==> config.mk <==
export PLATFORM = sky130hd
export DESIGN_NAME = ssjh_div
export DESIGN_NICKNAME = d
export VERILOG_FILES = /design/src/ssjh_pkg.sv /design/src/ssjh_div.sv
export SDC_FILE = /design/constraint.sdc
export NUM_CORES = 2
export LEC_CHECK = 0
export BUFFER_PORTS_ARGS = -buffer_cell sky130_fd_sc_hd__buf_2
export CAP_MARGIN = 20
export CORE_MARGIN = 2
export CORE_UTILIZATION = 40
export DETAILED_ROUTE_END_ITERATION = 6
export GPL_TIMING_DRIVEN = 0
export SLEW_MARGIN = 30
export SYNTH_ARGS = -nofsm -noshare
export SYNTH_HDL_FRONTEND = slang
export SYNTH_SLANG_ARGS = --single-unit
==> constraint.sdc <==
create_clock -name clock -period 4.85 [get_ports clock]
set_input_delay 0.485 -clock clock [delete_from_list [all_inputs] [get_ports clock]]
set_output_delay 0.485 -clock clock [all_outputs]
set_load 0.01 [all_outputs]
==> src/ssjh_pkg.sv <==
// shared constants, types and hash functions for the splat stroke jitter hash core
package ssjh_pkg;

   localparam int FRAC_BITS   = 16;
   localparam int SQRT_STAGES = 24;
   localparam int DIV_STAGES  = 17;
   localparam int PIPE_DEPTH  = 2 + SQRT_STAGES + DIV_STAGES + 4;
   localparam int FRONT_DLY   = PIPE_DEPTH - 9;

   localparam logic [31:0] GOLDEN     = 32'h9E37_79B9;
   localparam logic [31:0] LVL_MUL    = 32'd2654435761;
   localparam logic [31:0] SALT_NOISE = 32'h9E37_79B9;
   localparam logic [31:0] SALT_JIT   = 32'h7F4A_7C15;
   localparam logic [31:0] SALT_ANG   = 32'hA511_E9B3;
   localparam logic [31:0] SALT_SCL   = 32'h6C8E_9CF5;
   localparam logic [31:0] SALT_JY    = 32'h0005_1633;

   localparam logic [23:0] UNIT_DIV      = 24'hFF_FFFF;
   localparam logic [23:0] HALF_UNIT_DIV = 24'h7F_FFFF;

   localparam logic [16:0] ONE_F   = 17'd65536;
   localparam logic [18:0] PI_F    = 19'd205887;
   localparam logic [18:0] TAU_F   = 19'd411775;
   localparam logic [16:0] SIX_F   = 17'd39322;
   localparam logic [16:0] EIGHT_F = 17'd52429;
   localparam logic [16:0] LERP_A  = 17'd45875;
   localparam logic [14:0] LERP_B  = 15'd19661;
   localparam logic [31:0] AMP_RESET = 32'd65536;

   localparam int NOISE_DEN = 10000;
   localparam int NOISE_ONE = 65536;

   localparam logic [16:0] NOISE_U_TAB [16] = '{
      17'((312  * NOISE_ONE + NOISE_DEN / 2) / NOISE_DEN),
      17'((7812 * NOISE_ONE + NOISE_DEN / 2) / NOISE_DEN),
      17'((4062 * NOISE_ONE + NOISE_DEN / 2) / NOISE_DEN),
      17'((9687 * NOISE_ONE + NOISE_DEN / 2) / NOISE_DEN),
      17'((2187 * NOISE_ONE + NOISE_DEN / 2) / NOISE_DEN),
      17'((5937 * NOISE_ONE + NOISE_DEN / 2) / NOISE_DEN),
      17'((3437 * NOISE_ONE + NOISE_DEN / 2) / NOISE_DEN),
      17'((7187 * NOISE_ONE + NOISE_DEN / 2) / NOISE_DEN),
      17'((937  * NOISE_ONE + NOISE_DEN / 2) / NOISE_DEN),
      17'((8437 * NOISE_ONE + NOISE_DEN / 2) / NOISE_DEN),
      17'((4687 * NOISE_ONE + NOISE_DEN / 2) / NOISE_DEN),
      17'((9062 * NOISE_ONE + NOISE_DEN / 2) / NOISE_DEN),
      17'((1562 * NOISE_ONE + NOISE_DEN / 2) / NOISE_DEN),
      17'((5312 * NOISE_ONE + NOISE_DEN / 2) / NOISE_DEN),
      17'((2812 * NOISE_ONE + NOISE_DEN / 2) / NOISE_DEN),
      17'((9687 * NOISE_ONE + NOISE_DEN / 2) / NOISE_DEN)
   };

   localparam logic [16:0] NOISE_V_TAB [16] = '{
      17'((5625 * NOISE_ONE + NOISE_DEN / 2) / NOISE_DEN),
      17'((1562 * NOISE_ONE + NOISE_DEN / 2) / NOISE_DEN),
      17'((9062 * NOISE_ONE + NOISE_DEN / 2) / NOISE_DEN),
      17'((4687 * NOISE_ONE + NOISE_DEN / 2) / NOISE_DEN),
      17'((312  * NOISE_ONE + NOISE_DEN / 2) / NOISE_DEN),
      17'((2812 * NOISE_ONE + NOISE_DEN / 2) / NOISE_DEN),
      17'((7187 * NOISE_ONE + NOISE_DEN / 2) / NOISE_DEN),
      17'((9687 * NOISE_ONE + NOISE_DEN / 2) / NOISE_DEN),
      17'((4062 * NOISE_ONE + NOISE_DEN / 2) / NOISE_DEN),
      17'((8437 * NOISE_ONE + NOISE_DEN / 2) / NOISE_DEN),
      17'((937  * NOISE_ONE + NOISE_DEN / 2) / NOISE_DEN),
      17'((5312 * NOISE_ONE + NOISE_DEN / 2) / NOISE_DEN),
      17'((7812 * NOISE_ONE + NOISE_DEN / 2) / NOISE_DEN),
      17'((312  * NOISE_ONE + NOISE_DEN / 2) / NOISE_DEN),
      17'((4687 * NOISE_ONE + NOISE_DEN / 2) / NOISE_DEN),
      17'((2187 * NOISE_ONE + NOISE_DEN / 2) / NOISE_DEN)
   };

   typedef enum logic [0:0] {
      CSR_BASE_SEED  = 1'b0,
      CSR_JITTER_AMP = 1'b1
   } csr_index_type;

   typedef struct packed {
      logic [31:0]        seed;
      logic               regen;
      logic               nz;
      logic [16:0]        bu;
      logic [16:0]        bv;
      logic signed [24:0] jx;
      logic signed [24:0] jy;
      logic [18:0]        ang;
      logic [16:0]        scl;
   } front_type;

   function automatic logic [31:0] mix32(input logic [31:0] s, input logic [31:0] v);
      return s ^ (v + GOLDEN + {s[25:0], 6'b0} + {2'b0, s[31:2]});
   endfunction

   // floor(x / (2^24 - 1)) for x below 2^43 - 2^19
   function automatic logic [18:0] unit_div(input logic [42:0] x);
      logic [18:0] q0;
      logic [24:0] r;
      q0 = x[42:24];
      r  = {1'b0, x[23:0]} + {6'b0, q0};
      return q0 + 19'(r >= {1'b0, UNIT_DIV});
   endfunction

endpackage

==> src/ssjh_div.sv <==
// pipelined restoring divider, seventeen quotient bits, one per stage
module ssjh_div import ssjh_pkg::*; (
   input  logic        clock,
   input  logic        adv,
   input  logic [39:0] num_in,
   input  logic [23:0] den_in,
   output logic [16:0] quo_out
);

   logic [23:0] rem_ff  [DIV_STAGES];
   logic [16:0] rest_ff [DIV_STAGES];
   logic [23:0] den_ff  [DIV_STAGES];
   logic [16:0] quo_ff  [DIV_STAGES];

   for (genvar g = 0; g < DIV_STAGES; g++) begin : g_stage
      logic [23:0] rem_cur;
      logic [16:0] rest_cur;
      logic [23:0] den_cur;
      logic [16:0] quo_cur;
      logic [24:0] sh;
      logic        ge;

      if (g == 0) begin : g_first
         assign rem_cur  = {1'b0, num_in[39:17]};
         assign rest_cur = num_in[16:0];
         assign den_cur  = den_in;
         assign quo_cur  = '0;
      end else begin : g_next
         assign rem_cur  = rem_ff[g-1];
         assign rest_cur = rest_ff[g-1];
         assign den_cur  = den_ff[g-1];
         assign quo_cur  = quo_ff[g-1];
      end

      assign sh = {rem_cur, rest_cur[16]};
      assign ge = sh >= {1'b0, den_cur};

      always_ff @(posedge clock) begin
         if (adv) begin
            rem_ff[g]  <= ge ? 24'(sh - {1'b0, den_cur}) : sh[23:0];
            rest_ff[g] <= {rest_cur[15:0], 1'b0};
            den_ff[g]  <= den_cur;
            quo_ff[g]  <= {quo_cur[15:0], ge};
         end
      end
   end

   assign quo_out = quo_ff[DIV_STAGES-1];

endmodule

## Yosys cells after proc, flatten, opt, wreduce, memory -nomap -nowiden

Memories as Yosys holds them, arrays and structs flattened.
Index checks and enable logic that the tools add are counted.

- Multiplexer cells: 19
- Add/subtract/negate cells: 17
- Shift-type cells: 0
- Reduce and logical (&&, ||, !) cells: 0
- $mul: 0
- Bitwise operators: 0
- Magnitude comparators: 17
- Div/mod/pow operators: 0
- Equality and inequality tests: 0

Operator list:

| kind | count |
|---|---|
| 2-to-1 mux 24 bit | 17 |
| subtractor 24 bit | 17 |
| greater-or-equal comparator 25 x 24 -> 1 bit | 16 |
| greater-or-equal comparator 24 bit | 1 |
| 2-to-1 mux 1 bit | 2 |

- Memory bits (writable): 1377
- Bits in registers: 0
- Memories: 4
- Output and inout port bits: 17
- Bits in latches: 0
- Memory bits (read-only): 0
- Logic and storage cells: 57

Memory list:

| name | words | width | read ports | clocked after memory_dff | write ports | RTL line | text |
|---|---|---|---|---|---|---|---|
| den_ff | 17 | 24 | 16 | 0 | 17 | ssjh_div.sv:12 | `logic [23:0] den_ff [DIV_STAGES];` |
| rem_ff | 17 | 24 | 16 | 0 | 17 | ssjh_div.sv:10 | `logic [23:0] rem_ff [DIV_STAGES];` |
| quo_ff | 17 | 17 | 17 | 0 | 17 | ssjh_div.sv:13 | `logic [16:0] quo_ff [DIV_STAGES];` |
| rest_ff | 17 | 16 | 16 | 0 | 17 | ssjh_div.sv:11 | `logic [16:0] rest_ff [DIV_STAGES];` |

## Depth between registers and ports, before layout

An unclocked memory read counts as a cell.

- Word-level depth: 3
- Gate-level depth with buffers: 15

## Worst setup path before layout

OpenSTA, ideal clock, no wires.

- Path kind: input-to-reg
- Start: input port num_in[16]
- End: memory rem_ff[0][11], data pin
- Data required time: 4.580 ns
- Buffers on the path: 3
- Arrival: 2.966 ns
- Setup slack: 1.614 ns
- Stages on the path: 14
- Cell sequence: inv_1 ha_1 fa_1 nand2b_1 a21oi_1 o21ai_0 a21oi_1 a21oi_1 o31ai_1 a221o_1 clkbuf_1 buf_2 buf_1 a21oi_1

RTL lines:

| what | RTL line | text |
|---|---|---|
| start, declared | ssjh_div.sv:5 | `input logic [39:0] num_in,` |
| end, declared | ssjh_div.sv:10 |  |

==> impl_metrics.yaml <==
yosys:
  avgSynthCellArea_sq_um: 11.7
  synth_ff_type: "edfxtp_1"
  muxShareOfSynthArea_pct: 3.96
  synth_cells: 4872
  ys_warn_count: 0
  syn_area_sq_um: 57200
  synthAdderAreaFrac_pct: 9.48
  synth-simple-area-share_pct: 9.55
  synth-edff-count: 1057
  synth_top_family_by_area: "compound AO/OA/AOI/OAI gates"
  synthXorXnorAreaFrac_pct: 4.41
  yosysUniqueCellTypes: 89
  yosysSeqAreaShare_pct: 55.5
  async_flop_share_pct: 0
  synth_compound_area_share_pct: 12.9
  synth_seq_cells: 1057
  synth_fp_nets: 5362
timing:
  tightestPinTransition_ns: 1.14
  timing.hold.ws_ns: 0.0885
  hold_viol: 0
  drv_slew: 0
  relSlewSlack_pct: 23.2
  setup-tns-final_ns: 0
  max_freq_mhz: 221
  finalCritPeriodShare_pct: 93.3
  grt_setup_unrepaired: "false"
  finClkSkew_ns: 0.0767
  setup_viol: 0
  period_minus_slack_ns: 4.52
run:
  maxCapViolations: 0
global_route:
  grt-ovfl-total: 0
  grt_pass1_wl_um: 196000
  track_usage_pct: 16.9
  grt_pass1_vias: 36400
  grt_max_degree: 138
  grt_antenna_before_repair: 2
routing:
  drt_wl_total_um: 124000
  ant_nets: 0
  drtIter0Drc: 2294
  first_pass_iters: 5
  vias_per_cell: 5.18
  route.detailed.drc: 0
  routedWlPerCell_um: 17.5
  vias: 36900
finish:
  layout-drive-gt1-share_pct: 10.3
  finalNonFillerCells: 7124
  final_cell_area_sq_um: 64700
  final_common_cell: "edfxtp_1"
  seqCellArea_sq_um: 31700
  fillers: 12900
  multi_input_area_sq_um: 23100
  mostFrequentLayoutCells: "edfxtp_1 (1057), inv_1 (528), ha_1 (408)"
  layout.nets: 5617
  area_delta_synth_final_pct: 13.1
clock_tree:
  clockRootBuffer: "clkbuf_16"
  cts_tree: "done"
  clk_path_buf_depth: 3
  path_clk_slew_ns: 0.06
  clk_latency_ns: 0.74
  clock-sinks: 1057
  cts_buffers: 120
  cts_htree_levels: 3
die:
  die_area_sq_um: 146000
  initial_core_util_pct: 40.4
  num_rows: 138
  fp.dieH_um: 382
  pin_count: 83
  coreArea_sq_um: 142000
  fp.dieW_um: 382
worst_setup_path:
  cpMaxStageDelayCell: "buf_1"
  worst_path_largest_cell_delay_ns: 0.57
  cp-start-kind: "primary input"
  cp_data_required_time_ns: 5.29
  path_max_fanout: 10
  crit_type: "primary input to register"
  path_delay_family: "buffers and inverters"
  crit_arrival_ns: 4.96
  worst-path-buf-inv: 5
  cpMostUsedCell: "a21oi_1"
  path_cells: "dlygate4sd3_1 -> buf_2 -> ha_1 -> fa_1 -> nand2b_1 -> a21oi_1 -> o21ai_0 -> a21oi_1 -> a21oi_1 -> o31ai_1 -> a221o_1 -> clkbuf_1 -> buf_2 -> buf_1 -> a21oi_1"
  endpoint_kind: "register"
min_path:
  min_path_type: "primary input to register"
pwr:
  peakVddDrop_uv: 373
  p_per_area_nw_per_um2: 648
  p_leak_nw: 26.2
placement:
  hpwl_um: 94400
  globalplace.congestion: 0.884
  place_area_sq_um: 60300
  dp_cells: 6855
  port_buffers: 82
status:
  status: "finished clean"
[where the power goes]
part           switching [W]  internal [W]  leakage, nW
Sequential           0.00119        0.0133         10.3
Clock                0.00374       0.00541         1.96
Combinational         0.0104       0.00794         13.9
[sequential cells by signal, indices dropped and copies added (netlist names)]
signal	count
den_ff	384
rem_ff	384
quo_ff	153
rest_ff	136
[worst register-to-register path, cell delays in order (launching register included)]
cell,delay (ns)
edfxtp_1,0.41
ha_1,0.39
a21o_1,0.20
a21o_1,0.16
a21oi_1,0.35
o41ai_1,0.27
a211oi_1,0.44
nand3_1,0.21
a211oi_1,0.48
buf_2,0.36
clkbuf_1,0.50
o21ai_0,0.20
[logic make-up after synthesis]
group / Yosys count
compound gates: 1145
xor+xnor: 288
fa+ha+maj: 424
buf+inv: 629
flops: 1057
mux: 198
simple gates: 1131
[metrics by stage]
step / util, % / worst slack (ns) / total power, W
after floorplan: - / 1.61 / 0.0279
after CTS: 45.6 / 0.389 / 0.0422
final: 45.6 / 0.326 / 0.0420
after detailed placement: 42.5 / 0.123 / 0.0328
after global routing: 45.6 / 0.298 / 0.0450
after global placement: 42.3 / -13.17 / 0.0328
[cell usage after synthesis (33+ instances only)]
cell      number  area, sq um
o21bai_1      34          255
o21a_1        66          495
mux2_2       157         1770
a31oi_1       41          257
nor2_1       301         1130
edfxtp_1    1057        31700
xor2_1       103          902
and3_1        34          213
o21ai_0      241         1210
nand3_1       90          450
ha_1         408         5100
a21oi_1      329         1650
nand2b_1      55          344
clkbuf_1      67          251
nand2_1      311         1170
nand4_1       61          382
xnor2_1      185         1620
nor3_1        74          370
inv_1        528         1980
a211oi_1      33          248
nor2b_1       68          425
a21o_1       169         1270
[final cells by class]
cell class	count	share of cell area (%)
Sequential cell	1057	49.0
Inverter	528	3.06
Buffer	101	0.686
Tap cell	1890	3.65
Multi-Input combinational cell	3186	35.6
Clock inverter	88	1.41
Clock buffer	140	4.82
Antenna cell	1	0.00387
Timing Repair Buffer	133	1.68
[metal layers]
metal | GRT usage (%) | wire length, um | vias up
li1 | - | - | 18400
met1 | 21.4 | 54600 | 17400
met2 | 28.7 | 59300 | 827
met3 | 2.38 | 5550 | 241
met4 | 7.41 | 4990 | 0
met5 | 0 | 0 | -
[repair_timing]
| action | CTS | global route |
|---|---|---|
| resized for setup | 0 | 0 |
| hold endpoints to repair | 40 | 0 |
| buffers inserted | 0 | 0 |
| hold buffers | 40 | 0 |
[worst paths after layout]
kind / cells past startpoint / start / endpoint / slack, ns
hold / removal: 2 / num_in[23] / rem_ff[0][7] / 0.09
hold reg to reg: 0 / rest_ff[0][154] / rest_ff[0][171] / 0.34
setup / recovery: 15 / den_in[0] / rem_ff[0][20] / 0.33
setup reg to reg: 11 / rem_ff[0][157] / rem_ff[0][184] / 0.60
Power figures use the tool's default switching activity.
